==> src/rtl/ttf_pkg.sv <==
package ttf_pkg;

   localparam int COORD_W   = 32;                 // input coordinate width
   localparam int DIFF_W    = COORD_W + 1;        // edge vector component
   localparam int PROD_W    = 2 * DIFF_W;         // one product
   localparam int ACC_W     = PROD_W + 2;         // cross term / determinant
   localparam int MAG_W     = 30;                 // block-scaled magnitude
   localparam int SQ_W      = 2 * MAG_W + 2;      // sum of three squares
   localparam int ROOT_W    = SQ_W / 2;           // vector length
   localparam int REM_W     = ROOT_W + 3;         // root remainder
   localparam int ONE_SHIFT = 14;                 // Q2.14 unity
   localparam int QUO_W     = ONE_SHIFT + 1;      // quotient, at most one
   localparam int NUM_W     = MAG_W + QUO_W;      // dividend
   localparam int DREM_W    = ROOT_W + 2;         // divider remainder
   localparam int OUT_W     = 16;                 // Q2.14 component
   localparam int THR_W     = 16;
   localparam logic [THR_W-1:0] DET_THRESHOLD_RESET = 16'd7;
   localparam int QUEUE_DEPTH = 2;
   localparam int QPTR_W      = 1;
   localparam int QCNT_W      = 2;

   typedef struct packed {
      logic signed [DIFF_W-1:0] p_x;
      logic signed [DIFF_W-1:0] p_y;
      logic signed [DIFF_W-1:0] p_z;
      logic signed [DIFF_W-1:0] q_x;
      logic signed [DIFF_W-1:0] q_y;
      logic signed [DIFF_W-1:0] q_z;
      logic signed [DIFF_W-1:0] s1;
      logic signed [DIFF_W-1:0] t1;
      logic signed [DIFF_W-1:0] s2;
      logic signed [DIFF_W-1:0] t2;
   } face_type;

   typedef struct packed {
      logic signed [OUT_W-1:0] normal_x;
      logic signed [OUT_W-1:0] normal_y;
      logic signed [OUT_W-1:0] normal_z;
      logic signed [OUT_W-1:0] tangent_x;
      logic signed [OUT_W-1:0] tangent_y;
      logic signed [OUT_W-1:0] tangent_z;
      logic signed [OUT_W-1:0] bitangent_x;
      logic signed [OUT_W-1:0] bitangent_y;
      logic signed [OUT_W-1:0] bitangent_z;
   } frame_type;

endpackage

==> src/rtl/ttf_front.sv <==
module ttf_front import ttf_pkg::*; (
   input  logic                      clock,
   input  logic                      reset,
   input  logic                      req_valid,
   output logic                      req_ready,
   input  logic signed [COORD_W-1:0] req_pos_x,
   input  logic signed [COORD_W-1:0] req_pos_y,
   input  logic signed [COORD_W-1:0] req_pos_z,
   input  logic signed [COORD_W-1:0] req_tex_u,
   input  logic signed [COORD_W-1:0] req_tex_v,
   input  logic                      req_start_mesh,
   output logic                      face_valid,
   input  logic                      face_ready,
   output face_type                  face
);

   logic [1:0] slot_ff, slot_in, slot_eff;
   logic signed [COORD_W-1:0] h0_x_ff, h0_y_ff, h0_z_ff, h0_u_ff, h0_v_ff;
   logic signed [COORD_W-1:0] h1_x_ff, h1_y_ff, h1_z_ff, h1_u_ff, h1_v_ff;
   logic accept;

   assign req_ready = face_ready;
   assign accept    = req_valid && req_ready;
   assign slot_eff  = req_start_mesh ? 2'd0 : slot_ff;
   assign face_valid = accept && (slot_eff == 2'd2);

   always_comb begin
      slot_in = slot_ff;
      if (accept) begin
         slot_in = (slot_eff == 2'd0) ? 2'd1 : (slot_eff == 2'd1) ? 2'd2 : 2'd0;
      end
   end

   always_ff @(posedge clock) begin
      if (reset) begin
         slot_ff <= 2'd0;
      end else begin
         slot_ff <= slot_in;
      end
   end

   always_ff @(posedge clock) begin
      if (accept && slot_eff == 2'd0) begin
         h0_x_ff <= req_pos_x;
         h0_y_ff <= req_pos_y;
         h0_z_ff <= req_pos_z;
         h0_u_ff <= req_tex_u;
         h0_v_ff <= req_tex_v;
      end
      if (accept && slot_eff == 2'd1) begin
         h1_x_ff <= req_pos_x;
         h1_y_ff <= req_pos_y;
         h1_z_ff <= req_pos_z;
         h1_u_ff <= req_tex_u;
         h1_v_ff <= req_tex_v;
      end
   end

   // edges from vertex 0
   always_comb begin
      face.p_x = DIFF_W'(h1_x_ff) - DIFF_W'(h0_x_ff);
      face.p_y = DIFF_W'(h1_y_ff) - DIFF_W'(h0_y_ff);
      face.p_z = DIFF_W'(h1_z_ff) - DIFF_W'(h0_z_ff);
      face.q_x = DIFF_W'(req_pos_x) - DIFF_W'(h0_x_ff);
      face.q_y = DIFF_W'(req_pos_y) - DIFF_W'(h0_y_ff);
      face.q_z = DIFF_W'(req_pos_z) - DIFF_W'(h0_z_ff);
      face.s1  = DIFF_W'(h1_u_ff) - DIFF_W'(h0_u_ff);
      face.t1  = DIFF_W'(h1_v_ff) - DIFF_W'(h0_v_ff);
      face.s2  = DIFF_W'(req_tex_u) - DIFF_W'(h0_u_ff);
      face.t2  = DIFF_W'(req_tex_v) - DIFF_W'(h0_v_ff);
   end

endmodule

==> config.mk <==
export PLATFORM = sky130hd
export DESIGN_NAME = ttf_front
export DESIGN_NICKNAME = d
export VERILOG_FILES = /design/src/rtl/ttf_pkg.sv /design/src/rtl/ttf_front.sv
export SDC_FILE = /design/constraint.sdc
export NUM_CORES = 1
export LEC_CHECK = 0
export BUFFER_PORTS_ARGS = -buffer_cell sky130_fd_sc_hd__buf_2
export CAP_MARGIN = 20
export CORE_AREA = 2 2 210 212
export DETAILED_ROUTE_END_ITERATION = 16
export DIE_AREA = 0 0 212 214
export GPL_ROUTABILITY_DRIVEN = 0
export GPL_TIMING_DRIVEN = 1
export MAX_ROUTING_LAYER = met4
export PLACE_DENSITY = 0.92
export SYNTH_ARGS = -nofsm -noshare
export SYNTH_HDL_FRONTEND = slang
export SYNTH_SLANG_ARGS = --single-unit
==> constraint.sdc <==
create_clock -name clock -period 45.6 [get_ports clock]
set_clock_uncertainty 0.05 [all_clocks]
set_input_delay 9.12 -clock clock [delete_from_list [all_inputs] [get_ports clock]]
set_output_delay 9.12 -clock clock [all_outputs]
set_load 0.01 [all_outputs]
== Word-level counts from Yosys, hierarchy flattened ==
Cells that the tools add are included.

* Reductions and logical operators: 5
* Multiplexer cells: 3
* Add/subtract/negate cells: 10
* Equal/unequal tests: 2

{| class="wikitable"
|+ Operators by type and width
! operator !! count
|-
| subtractor 32 x 32 -> 33 bit || 10
|-
| two-way mux 2 bit || 3
|-
| logical AND 1 bit || 4
|-
| == test 2 x 1 -> 1 bit, second input constant || 1
|-
| == test 2 bit, second input constant || 1
|-
| zero test 2 bit || 1
|}

* Input port bits: 165
* Register bits: 322
* Output and inout bits: 332

== Depth between registers and ports, before layout ==
* Word-level depth: 4
* Mapped depth: 13
* Mapped depth without buffers: 13

== Worst setup path after synthesis ==
OpenSTA, ideal clock, no wires.

* Path kind: input port to flip-flop
* From: input port req_valid
* To: register h1_u_ff[0], enable pin
* Library setup time: 1.130 ns
* Arrival: 25.584 ns
* Slack: 18.837 ns
* Required time: 44.420 ns
* Buffers on the path: 0
* Stages: 2
* Path through: nand2_1 -> nor4b_1

* Longest elaborated chain between the ends: 2

{| class="wikitable"
|+ Ends and longest elaborated chain
! what !! line !! RTL
|-
| start, declared || ttf_front.sv:4 || <nowiki>input logic req_valid,</nowiki>
|-
| logical AND 1 bit || ttf_front.sv:23 || <nowiki>assign accept = req_valid && req_ready;</nowiki>
|-
| logical AND 1 bit || ttf_front.sv:50 || <nowiki>if (accept && slot_eff == 2'd1) begin</nowiki>
|-
| end signal, assigned || ttf_front.sv:54 || <nowiki>h1_u_ff <= req_tex_u;</nowiki>
|-
| end, declared || ttf_front.sv:19 || <nowiki>logic signed [COORD_W-1:0] h1_x_ff, h1_y_ff, h1_z_ff, h1_u_ff, h1_v_ff;</nowiki>
|}

No other way between the ends.
A chain may end at the register's enable or synchronous reset.

==> results.tsv <==
stage	metric	value	unit
final_layout	commonest non-fill, non-tap cell in the layout	buf_2	
synth	Syn Nets	3085	
setup_path	worst endpoint required time	36.43	ns
synth	Synth Instances	2590	
detailed_routing	detailed-route via count	23200	
power_and_ir_drop	Comb pwr share	28.7	%
synth	post-synthesis sequential area ratio	37.9	%
grt	initial antenna violation count	17	
job	max-cap viol count	0	
timing	part of the cycle the worst path needs	47.7	%
synth	YS warnings	0	
cts	cts hold-fix bufs	0	
power_and_ir_drop	Worst VDD drop	0.0413	mV
detailed_routing	Starting DRT DRC Count	2252	
outcome	status	completed	
synth	share of flip-flops with an asynchronous set or reset	0	%
timing	final setup vio count	0	
timing	slew of the pin with the lowest slew margin	1.05	ns
final_layout	Final Cell Area	30000	sq um
power_and_ir_drop	Sw Ratio	30.6	%
detailed_routing	Routed Antenna Nets	0	
cts	CTS buffer count	39	
setup_path	crit start category	input port	
floorplanning	Initial Util	59.4	%
grt	largest net degree at the start of global routing	70	
synth	Syn Area/Cell	9.84	sq um
detailed_routing	Pre-Repair DR Iteration Count	6	
floorplanning	Rows	76	
power_and_ir_drop	power per standard cell area	30.4	nW/um^2
grt	GRT overflow	0	
placed_design	Detailed Place HPWL	57400	um
setup_path	Setup CP Type	input port to primary output	
synth	Post-Synthesis Cell Area	25500	sq um
power_and_ir_drop	Clock power frac	34.2	%
floorplanning	Die X-Extent	212	um
detailed_routing	final wirelength	74900	um
synth	Post-synth EDFFs	320	
floorplanning	IO Pins	497	
detailed_routing	# DRC	0	
timing	Fmax	46.0	MHz
grt	vias in the first global route	22700	
setup_path	Crit. End Element	primary output	
placed_design	Post-DP Area	28700	sq um
floorplanning	die area	45400	sq um
synth	Post-synth top flop	edfxtp_1	
timing	Period minus WS final	21.76	ns
grt	total track usage	32.5	%
power_and_ir_drop	Seq pwr share	37.1	%
placed_design	PortBufs	496	
final_layout	Area Growth Syn to Fin	17.7	%
cts	CTS clock-pin slew for the worst setup and hold paths	0.05	ns
cts	clk sink count	322	
timing	Hold Fails Final Rpt	0	
timing	Setup TNS	0	ns
setup_path	Crit Path Max Fanout	3	
cts	post-cts resize count	0	
final_layout	most frequent cells in the layout	496 x buf_2, 320 x ha_1, 320 x edfxtp_1	
final_layout	layout cells sized above 1	19.0	%
timing	Max transition margin	30.3	%
setup_path	crit path DAT	12.59	ns
timing	setup repair after global routing missed its margin	no	
synth	register bit total from synthesis	322	
cts	H-tree levels	2	
cts	Bufs on Longest Clock Path	3	
detailed_routing	routed len/inst	20.0	um
cts	post-CTS setup buffers	0	
power_and_ir_drop	Static Leak	13.8	nW
final_layout	Nets	3606	
timing	final slew viol count	0	
cts	clk_lat worst skew	0.54	ns
cts	CTS tree	built	
cts	Root Driver	clkbuf_16	
worst_hold_path	HP Class	flip-flop to flip-flop	
detailed_routing	DR vias/cell	6.19	
power_and_ir_drop	net load switching power	0.000279	W
grt	first-pass GRT wire length	115000	um
floorplanning	core area	42900	sq um
synth	library cells used by synthesis	81	
power_and_ir_drop	Int Pwr	0.000632	W
floorplanning	die height	214	um
-- power groups by stage --
stage,registers [W],logic (W),clock network (W)
detailed placement,0.000344,0.000253,0
global route,0.000338,0.000280,0.000326
global placement,0.000343,0.000244,0
CTS,0.000338,0.000256,0.000316
finish,0.000338,0.000261,0.000312
floorplan,0.000346,0.000160,0
-- stage by stage --
stage / worst slack, ns / utilization [%] / cells / power, W / hold slack (ns)
detailed placement: 23.96 / 66.9 / 3655 / 0.000597 / 0.500
global route: 23.65 / 69.9 / 3741 / 0.000944 / 0.544
CTS: 23.96 / 69.8 / 3724 / 0.000909 / 0.508
floorplan: 18.84 / - / 2590 / 0.000505 / 0.447
global placement: 24.04 / 66.9 / 3655 / 0.000587 / 0.476
finish: 23.84 / 70.0 / 3746 / 0.000911 / 0.510
-- layer usage --
metal / GRT usage, % / part of all wire (%)
met5: - / 0
met4: 18.8 / 5.9
met2: 53.9 / 48
met3: 6.98 / 8.9
met1: 36.1 / 37
-- Yosys cell counts (49+ instances only) --
| cell | n | area [sq um] |
|---|---|---|
| edfxtp_1 | 320 | 9610 |
| ha_1 | 320 | 4000 |
| inv_1 | 257 | 965 |
| a21oi_1 | 251 | 1260 |
| xnor2_1 | 196 | 1720 |
| o21ai_0 | 159 | 796 |
| a21o_1 | 148 | 1110 |
| nor2_1 | 148 | 556 |
| nand2_1 | 117 | 439 |
| xor2_1 | 82 | 718 |
| nand2b_1 | 50 | 313 |
| o21a_1 | 49 | 368 |
-- logic make-up (layout without fill, tap and decap cells) --
| logic type | after synthesis | in the layout | share of synthesized area [%] |
|---|---|---|---|
| AOI/OAI and AO/OA | 835 | 835 | 21.3 |
| xor gates and xnor gates | 278 | 278 | 9.55 |
| adders and majority gates | 330 | 330 | 16.5 |
| buffers and inverters | 281 | 830 | 4.15 |
| DFF | 322 | 322 | 37.9 |
| muxes | 1 | 1 | 0.0393 |
| other | 0 | 22 | 0 |
| and+or+nand+nor | 543 | 543 | 10.6 |
-- critical path, cell delays in order --
cell,delay (ns)
buf_2,0.11
inv_1,0.05
ha_1,0.21
fa_1,0.40
nor2b_1,0.12
o21ai_0,0.10
a21o_1,0.24
a211oi_2,0.21
o21ai_0,0.19
o41ai_1,0.65
o21ai_0,0.20
o211a_1,0.30
o31ai_2,0.32
a221oi_1,0.18
buf_2,0.18
-- cell type report --
| type | count | area, sq um |
|---|---|---|
| diodes | 22 | 55.1 |
| clock buffers | 53 | 1070 |
| clock inverters | 16 | 201 |
| fillers | 2931 | 12900 |
| inverters | 257 | 965 |
| multi-input cells | 1987 | 14800 |
| flip-flops and latches | 322 | 9650 |
| well taps | 585 | 732 |
| repair buffers | 504 | 2540 |
-- final timing paths --
path / end / cells after the start / slack, ns / start
worst min-delay path: slot_ff[0]$_SDFFE_PP0P_ / 2 / 0.51 / slot_ff[0]$_SDFFE_PP0P_
worst min register to register: slot_ff[0]$_SDFFE_PP0P_ / 2 / 0.51 / slot_ff[0]$_SDFFE_PP0P_
worst max-delay path: face[164] / 15 / 23.84 / req_pos_z[0]
worst max register to register: h0_y_ff[17]$_DFFE_PP_ / 5 / 43.00 / slot_ff[1]$_SDFFE_PP0P_
-- registers in the layout, summed over array words and instances (netlist names) --
| signal | count |
|---|---|
| h1_x_ff | 32 |
| h0_u_ff | 32 |
| h1_z_ff | 32 |
| slot_ff | 2 |
| h1_u_ff | 32 |
| h0_y_ff | 32 |
| h0_z_ff | 32 |
| h1_v_ff | 32 |
| h0_v_ff | 32 |
| h1_y_ff | 32 |
| h0_x_ff | 32 |
Note: power is estimated with default switching activity, not from simulation.
