$ cat src/rtl/ttf_pkg.sv
package ttf_pkg;

   localparam int COORD_W   = 32;                 // input coordinate width
   localparam int DIFF_W    = COORD_W + 1;        // edge vector component
   localparam int PROD_W    = 2 * DIFF_W;         // one product
   localparam int ACC_W     = PROD_W + 2;         // cross term / determinant
   localparam int MAG_W     = 30;                 // block-scaled magnitude
   localparam int SQ_W      = 2 * MAG_W + 2;      // sum of three squares
   localparam int ROOT_W    = SQ_W / 2;           // vector length
   localparam int REM_W     = ROOT_W + 3;         // root remainder
   localparam int ONE_SHIFT = 14;                 // Q2.14 unity
   localparam int QUO_W     = ONE_SHIFT + 1;      // quotient, at most one
   localparam int NUM_W     = MAG_W + QUO_W;      // dividend
   localparam int DREM_W    = ROOT_W + 2;         // divider remainder
   localparam int OUT_W     = 16;                 // Q2.14 component
   localparam int THR_W     = 16;
   localparam logic [THR_W-1:0] DET_THRESHOLD_RESET = 16'd7;
   localparam int QUEUE_DEPTH = 2;
   localparam int QPTR_W      = 1;
   localparam int QCNT_W      = 2;

   typedef struct packed {
      logic signed [DIFF_W-1:0] p_x;
      logic signed [DIFF_W-1:0] p_y;
      logic signed [DIFF_W-1:0] p_z;
      logic signed [DIFF_W-1:0] q_x;
      logic signed [DIFF_W-1:0] q_y;
      logic signed [DIFF_W-1:0] q_z;
      logic signed [DIFF_W-1:0] s1;
      logic signed [DIFF_W-1:0] t1;
      logic signed [DIFF_W-1:0] s2;
      logic signed [DIFF_W-1:0] t2;
   } face_type;

   typedef struct packed {
      logic signed [OUT_W-1:0] normal_x;
      logic signed [OUT_W-1:0] normal_y;
      logic signed [OUT_W-1:0] normal_z;
      logic signed [OUT_W-1:0] tangent_x;
      logic signed [OUT_W-1:0] tangent_y;
      logic signed [OUT_W-1:0] tangent_z;
      logic signed [OUT_W-1:0] bitangent_x;
      logic signed [OUT_W-1:0] bitangent_y;
      logic signed [OUT_W-1:0] bitangent_z;
   } frame_type;

endpackage

$ cat src/rtl/ttf_queue.sv
module ttf_queue import ttf_pkg::*; (
   input  logic     clock,
   input  logic     reset,
   input  logic     in_valid,
   output logic     in_ready,
   input  face_type in_face,
   output logic     out_valid,
   input  logic     out_ready,
   output face_type out_face
);

   face_type entries_ff [QUEUE_DEPTH];
   logic [QPTR_W-1:0] wr_ptr_ff, rd_ptr_ff;
   logic [QCNT_W-1:0] count_ff;
   logic push, pop;

   assign in_ready  = (count_ff != QCNT_W'(QUEUE_DEPTH));
   assign out_valid = (count_ff != '0);
   assign push      = in_valid && in_ready;
   assign pop       = out_valid && out_ready;
   assign out_face  = entries_ff[rd_ptr_ff];

   always_ff @(posedge clock) begin
      if (reset) begin
         wr_ptr_ff <= '0;
         rd_ptr_ff <= '0;
         count_ff  <= '0;
      end else begin
         if (push) wr_ptr_ff <= wr_ptr_ff + 1'b1;
         if (pop)  rd_ptr_ff <= rd_ptr_ff + 1'b1;
         if (push && !pop)      count_ff <= count_ff + 1'b1;
         else if (pop && !push) count_ff <= count_ff - 1'b1;
      end
   end

   always_ff @(posedge clock) begin
      if (push) entries_ff[wr_ptr_ff] <= in_face;
   end

endmodule

$ cat config.mk
export PLATFORM = sky130hd
export DESIGN_NAME = ttf_queue
export DESIGN_NICKNAME = d
export VERILOG_FILES = /design/src/rtl/ttf_pkg.sv /design/src/rtl/ttf_queue.sv
export SDC_FILE = /design/constraint.sdc
export NUM_CORES = 1
export LEC_CHECK = 0
export ABC_CLOCK_PERIOD_IN_PS = 25800
export BUFFER_PORTS_ARGS = -buffer_cell sky130_fd_sc_hd__buf_2
export CAP_MARGIN = 20
export CORE_AREA = 2 2 261 263
export CTS_CLUSTER_DIAMETER = 50
export DETAILED_ROUTE_END_ITERATION = 7
export DIE_AREA = 0 0 263 265
export GPL_TIMING_DRIVEN = 0
export PLACE_DENSITY = 0.58
export SLEW_MARGIN = 40
export SYNTH_ARGS = -nofsm -noshare
export SYNTH_HDL_FRONTEND = slang
export SYNTH_SLANG_ARGS = --single-unit
export TNS_END_PERCENT = 1
$ cat constraint.sdc
create_clock -name clock -period 25.8 [get_ports clock]
set_input_delay 1.29 -clock clock [delete_from_list [all_inputs] [get_ports clock]]
set_output_delay 1.29 -clock clock [all_outputs]
set_load 0.01 [all_outputs]
Word-level counts from Yosys, hierarchy flattened
Memory sizes are Yosys's and may differ from the RTL's. A register that Yosys moved wholly into a read port is not among the register bits. Index checks and enable logic that the tools add are counted.

Logic and storage cells: 23. Bits in registers: 4. Output and inout bits: 332. Memories kept: 1. Memory bits (writable): 660. Input port bits: 334.

Reduce and logical (&&, ||, !) cells: 8. Equality and inequality tests: 1. $add $sub $neg: 4. Muxes and demuxes: 6.

Memories: entries_ff (words 2, width 330, read ports 1, clocked after memory_dff 1, write ports 1, RTL line ttf_queue.sv:12) `face_type entries_ff [QUEUE_DEPTH];`.

Operators with widths (count): $logic_and 1x1->1 (4); $mux 1 (4); $mux 2 (2); $reduce_bool 2->1 (2); $add 1x1->1 const B (2); $add 2x1->2 const B (1); $logic_not 1->1 (2); $ne 2x2->1 const B (1); $sub 2x1->2 const B (1).

Longest topological paths before layout
Gate-level depths: netlist (run 1).

Depth in word-level cells: 6. Mapped depth: 6. Mapped depth without buffers: 6.

Worst setup path after synthesis (run 1)
OpenSTA, ideal clock, no wires.

Path type: input -> register. Start point: in in_valid. End point: mem entries_ff[1][0] (netlist name) (enable). Path buffers: 0. Cell stages on the path: 1. Required time: 25.064 ns. Setup time: 0.736 ns. Arrival: 8.838 ns. Setup slack: 16.225 ns. Path through: and3_1.

Longest elaborated chain between the ends: 3.

Ends and longest elaborated chain: start: declaration (RTL line ttf_queue.sv:4) `input logic in_valid,`; $logic_and 1x1->1 (RTL line ttf_queue.sv:19) `assign push = in_valid && in_ready;`; $mux 1 (RTL line ttf_queue.sv:37) `if (push) entries_ff[wr_ptr_ff] <= in_face;`; $mux 1 (implied by the code) (RTL line ttf_queue.sv:37); end: declaration (RTL line ttf_queue.sv:12).

Every way passes these cells.

==> results.yml, run 1 <==
job:
  cap_violations: 0
setup_path:
  crit_required_ns: 24.51
  cp_cell_sequence: "buf_6 > buf_2 > mux2_2 > buf_2"
  crit_path_end_kind: "primary output"
  crit_slowest_cell: "mux2_2"
  start_kind: "flip-flop"
  crit_type: "flip-flop to primary output"
  critPathMaxFanout: 10
  critical_path.most_common_cell: "buf_2"
  cpPeakStageDelay_ns: 0.42
  worstPathArrival_ns: 1.97
die:
  core_mm2: 0.06680
  ioPinCount: 666
  die_height_um: 265
  die_w_um: 263
  start_util_pct: 38.28
  rows: 95
  die_area_mm2: 0.06970
detailed_routing:
  totalWireLength_mm: 59.01
  vias: 12680
  post-route-drc-count: 0
  drt-wirelength-per-cell_um: 21.40
  post_drt_via_cell_ratio: 4.600
  drt_first_pass_iters: 4
  ant_nets: 0
  first_iter_violations: 706
placed_design:
  routabilityCongestion: 0.7657
  dpl_cell_area_mm2: 0.03036
  post-dp-hpwl_mm: 42.79
  dpl.cell_count: 2605
  portBuffers: 665
layout:
  multi_input_area_mm2: 0.004966
  synthToLayoutAreaGrowth_pct: 28.62
  final_cell_area_mm2: 0.03289
  layout_commonest_cell: "buf_2"
  drive_above_1_share_pct: 62.39
  seqCellArea_mm2: 0.01992
  final_cells: 2757
  nets: 2147
  layout_common_cells: "buf_2, edfxtp_1, mux2_4, clkbuf_16, buf_12"
  fillers: 5586
sta:
  final_hold_viol_count: 0
  slew_headroom_pct: 70.51
  rsz0062_at_grt: "false"
  tns_ns: 0
  finalCritPeriodShare_pct: 12.65
  min_period_ns: 3.262
  worstMarginPinSlew_ns: 0.4424
  slew_violations: 0
  setup_viol: 0
  finalClockSkew_ns: 0.03310
  fmax_mhz: 306.5
clock_tree:
  cts_tree: "done"
  cts_hold_buf: 0
  cts_setup_buffers: 0
  cts_max_path_buffers: 3
  cts_buffers: 78
  cts_resized: 0
  ctsRootBufferMaster: "clkbuf_16"
  clk_latency_ns: 0.61
  h-tree-depth: 3
  numClockSinks: 665
  clkTransAtPathRegs_ns: 0.05
logic_synthesis:
  synth_cell_types: 20
  synthCells: 1051
  yosysWarnings: 0
  synth_fp_nets: 1386
  yosysTopAreaCell: "edfxtp_1"
  ys_ff_latch: 665
  syn_area_mm2: 0.02557
  yosysSeqAreaShare_pct: 77.90
  yosysTopAreaCellShare_pct: 77.51
  yosys-top-cells-area: "edfxtp_1, mux2_4, buf_12"
  syn_avg_cell_area_um2: 24.33
power_and_ir_drop:
  ir_drop_uv: 64.36
  p_leak_uw: 0.01278
  power.density_mw_per_mm2: 102.4
global_routing:
  grt_pass1_vias: 13570
  antenna_found_initial: 27
  grt_pass1_wl_mm: 84.36
  gr-total-overflow: 0
  grt_util_all_layers_pct: 16.36
  grt_max_degree: 74
worst_hold_path:
  hold_path.class: "flip-flop to flip-flop"
status:
  status: "finished, final reports clean"
==> kinds of logic (layout without fill, tap and decap cells) <==
logic type,after synthesis,count (layout),share of synthesized area (%)
xor gates and xnor gates,3,3,0.1028
other,0,15,0
muxes,330,330,18.94
DFF,665,665,77.90
adders and majority gates,1,1,0.04892
AOI/OAI and AO/OA,5,5,0.1174
and+or+nand+nor,9,9,0.1958
buffers and inverters,38,856,2.701
==> sequential cells by signal (all words and copies together) (netlist names), named ones only <==
signal and cells:
count_ff 2, rd_ptr_ff 1, entries_ff 660, wr_ptr_ff 1
==> power breakdown <==
part	switching, µW	leakage, µW	internal [µW]	total, µW
Combinational	456	0.00538	475	931
Sequential	29.8	0.00620	1350	1380
Clock	436	0.00120	622	1060
Total	922	0.0128	2450	3370
==> metrics by stage <==
stage	utilization [%]	setup WS [ns]	hold slack (ns)	total power, µW
global placement	44.90	11.40	0.4894	2406
finish	49.23	22.54	0.5127	3367
floorplan	-	16.23	0.4705	2051
CTS	49.18	22.42	0.5193	3420
global route	49.22	22.39	0.5492	3505
detailed placement	45.45	22.53	0.5033	2349
==> per-layer routing <==
layer	vias up	share of wire, %	track usage (%)
li1	5793	-	-
met1	6291	34	16.51
met2	457	53	29.28
met3	119	9.7	6.976
met4	22	3.0	7.305
met5	-	0.22	0
==> area by class of cell <==
type / count / area share, %
clock inverter: 49 / 1.522
tap: 873 / 3.321
buffer: 37 / 2.089
sequential: 665 / 60.56
timing repair buffer: 681 / 11.21
multi-input combinational: 348 / 15.10
inverter: 1 / 0.03424
antenna: 15 / 0.1141
clock buffer: 88 / 6.049
==> Yosys cell counts <==
library cell	number
a21oi_1	2
nand2b_1	1
nor2_1	3
mux2_2	30
buf_2	3
or3_1	1
or2_2	1
dfxtp_1	5
and3_1	1
and2_1	1
buf_12	33
buf_6	1
nand3b_1	1
o21ai_0	2
inv_1	1
a21bo_2	1
xor2_1	3
ha_1	1
edfxtp_1	660
mux2_4	300
==> path summary, 6_finish.rpt <==
kind / slack (ns) / cells after the start / from / to
hold reg to reg: 0.51 / 2 / rd_ptr_ff / flip-flop
setup / recovery: 22.54 / 4 / flip-flop / out_face[309]
hold / removal: 0.51 / 2 / rd_ptr_ff / flip-flop
setup reg to reg: 23.37 / 6 / count_ff[0] / entries_ff[0][192]
==> critical path, delay by kind of cell (launching register included) <==
family                 cells  cell delay, ns
buffers and inverters      3            0.65
flip-flops                 1            0.32
multiplexers               1            0.42
(Power assumes the default switching activity.)
==> run 2, diff against run 1 <==
--- a/config.mk
+++ b/config.mk
@@ -5,15 +5,15 @@
 export SDC_FILE = /design/constraint.sdc
 export NUM_CORES = 1
 export LEC_CHECK = 0
-export ABC_CLOCK_PERIOD_IN_PS = 25800
+export ABC_CLOCK_PERIOD_IN_PS = 2700
 export BUFFER_PORTS_ARGS = -buffer_cell sky130_fd_sc_hd__buf_2
 export CAP_MARGIN = 20
-export CORE_AREA = 2 2 261 263
+export CORE_AREA = 2 2 256 258
 export CTS_CLUSTER_DIAMETER = 50
 export DETAILED_ROUTE_END_ITERATION = 7
-export DIE_AREA = 0 0 263 265
+export DIE_AREA = 0 0 258 260
 export GPL_TIMING_DRIVEN = 0
-export PLACE_DENSITY = 0.58
+export PLACE_DENSITY = 0.62
 export SLEW_MARGIN = 40
 export SYNTH_ARGS = -nofsm -noshare
 export SYNTH_HDL_FRONTEND = slang
==> constraint.sdc (replaced) <==
create_clock -name clock -period 2.7 [get_ports clock]
set_input_delay 0.135 -clock clock [delete_from_list [all_inputs] [get_ports clock]]
set_output_delay 0.135 -clock clock [all_outputs]
set_load 0.01 [all_outputs]
==> run 2 against run 1 <==
Against the previous run: critical path depth grew 2; largest cell class unchanged; largest power group unchanged; critical path type is now flip-flop to flip-flop; power grew to 9.9 times the previous value; hold slack lost 0.27 ns.
==> results.yml, run 2 (synthesized netlist as in run 1, its figures left out) <==
detailed_routing:
  drt_first_pass_iters: 5
  drt-wirelength-per-cell_um: 20.25
  post_drt_via_cell_ratio: 4.588
  post-route-drc-count: 0
  first_iter_violations: 697
  vias: 14130
  ant_nets: 0
  totalWireLength_mm: 62.35
global_routing:
  grt_max_degree: 41
  antenna_found_initial: 7
  grt_pass1_vias: 15580
  grt_util_all_layers_pct: 18.02
  gr-total-overflow: 0
  grt_pass1_wl_mm: 90.94
sta:
  min_period_ns: 2.540
  final_hold_viol_count: 0
  setup_ws_ns: 0.1600
  finalClockSkew_ns: 0.02430
  rsz0062_at_grt: "false"
  tns_ns: 0
  slew_violations: 0
  fmax_mhz: 393.7
  slew_headroom_pct: 61.56
  finalCritPeriodShare_pct: 94.07
  worstMarginPinSlew_ns: 0.5767
  setup_viol: 0
placed_design:
  portBuffers: 665
  routabilityCongestion: 0.7704
  dpl_cell_area_mm2: 0.03057
  pre_cts_ws_ns: 0.1244
  post-dp-hpwl_mm: 43.38
layout:
  seqCellArea_mm2: 0.01992
  largest_register_ffs: 660
  nets: 2493
  layout_common_cells: "buf_2, edfxtp_1, dlygate4sd3_1, mux2_4, clkbuf_16"
  reg_top3: "entries_ff x660, count_ff x2"
  largest-register: "entries_ff"
  multi_input_area_mm2: 0.004974
  final_util_pct: 57.03
  fillers: 4831
  layout_commonest_cell: "buf_2"
  final_cell_area_mm2: 0.03657
  drive_above_1_share_pct: 53.38
  synthToLayoutAreaGrowth_pct: 43.01
power_and_ir_drop:
  ir_drop_uv: 636.3
  power.density_mw_per_mm2: 913.4
  p_leak_uw: 0.01436
setup_path:
  critPathMaxFanout: 37
  worstPathArrival_ns: 2.83
  crit_path_end_kind: "flip-flop"
  crit_required_ns: 2.99
  crit_type: "flip-flop to flip-flop"
  r2r_cells: 6
  start_kind: "flip-flop"
clock_tree:
  clkTransAtPathRegs_ns: 0.06
  ctsRootBufferMaster: "clkbuf_16"
  clk_latency_ns: 0.61
  cts_tree: "done"
  cts_max_path_buffers: 3
  numClockSinks: 665
  cts_setup_buffers: 0
  cts_buffers: 81
  h-tree-depth: 3
  cts_resized: 0
die:
  die_w_um: 258
  core_mm2: 0.06412
  die_area_mm2: 0.06708
  start_util_pct: 39.88
  die_height_um: 260
  rows: 93
  ioPinCount: 666
worst_hold_path:
  hold_depth: 2
  hold_path.class: "input pin to flip-flop"
job:
  cap_violations: 0
status:
  status: "finished, final reports clean"
## run 2: changes by cell type in the layout (fill, tap and decap cells not counted), moves of 2 or more
cell           before  now
buf_12             44   50
diode_2            15    6
inv_16              0    2
clkinv_4            2    4
inv_6               8    6
dlygate4sd3_1       0  333
clkinv_8            5    2
buf_16              5    9
clkbuf_16          78   83
## run 2: metrics by stage
step / instances / total power [µW] / hold WS, ns
floorplan: 1051 / 19400 / 0.2000
global placement: 2571 / 21910 / 0.3217
detailed placement: 2597 / 22690 / 0.3264
CTS: 3073 / 33760 / 0.1916
global route: 3079 / 34720 / 0.2055
finish: 3079 / 33400 / 0.2418
## run 2: layout make-up
type | count | share of cell area [%]
diodes | 6 | 0.04106
plain buffers | 37 | 1.878
clock buffers | 92 | 5.772
clock inverters | 51 | 1.461
inverters | 1 | 0.02053
multi-input cells | 348 | 13.60
flip-flops and latches | 665 | 54.48
well taps | 855 | 2.925
repair buffers | 1024 | 19.82
## run 2: layer usage
layer	global-route usage [%]	wire (µm)	part of all wire, %
met5	0	13	0.021
met2	32.43	32850	53
met1	19.21	22320	36
met4	7.980	2229	3.6
met3	5.975	4933	7.9
## run 2: path summary, 6_finish.rpt
| path | from | to | slack [ns] |
|---|---|---|---|
| setup / recovery | count_ff[0] | entries_ff[1][258] | 0.16 |
| hold / removal | in_face[43] | entries_ff[0][43] | 0.24 |
| setup reg to reg | count_ff[0] | entries_ff[1][258] | 0.16 |
| hold reg to reg | rd_ptr_ff | flip-flop | 0.49 |
## run 2: critical path: stages (launching register included)
cell	delay (ns)
dfxtp_2	0.37
nand2b_4	0.15
and3_4	0.57
buf_12	0.27
buf_12	0.26
buf_12	0.27
buf_12	0.26
## run 2: where the power goes
group	switching [µW]	leakage [µW]	total, µW	internal [µW]
registers	304	0.00620	13200	12900
logic	4570	0.00687	9610	5040
clock network	4250	0.00128	10600	6360
total	9130	0.0144	33400	24300
## run 2: timing repair
action | CTS | global route
endpoints found under the setup margin | 0 | 2
endpoints found under the hold margin | 665 | 0
hold buffers | 333 | 0
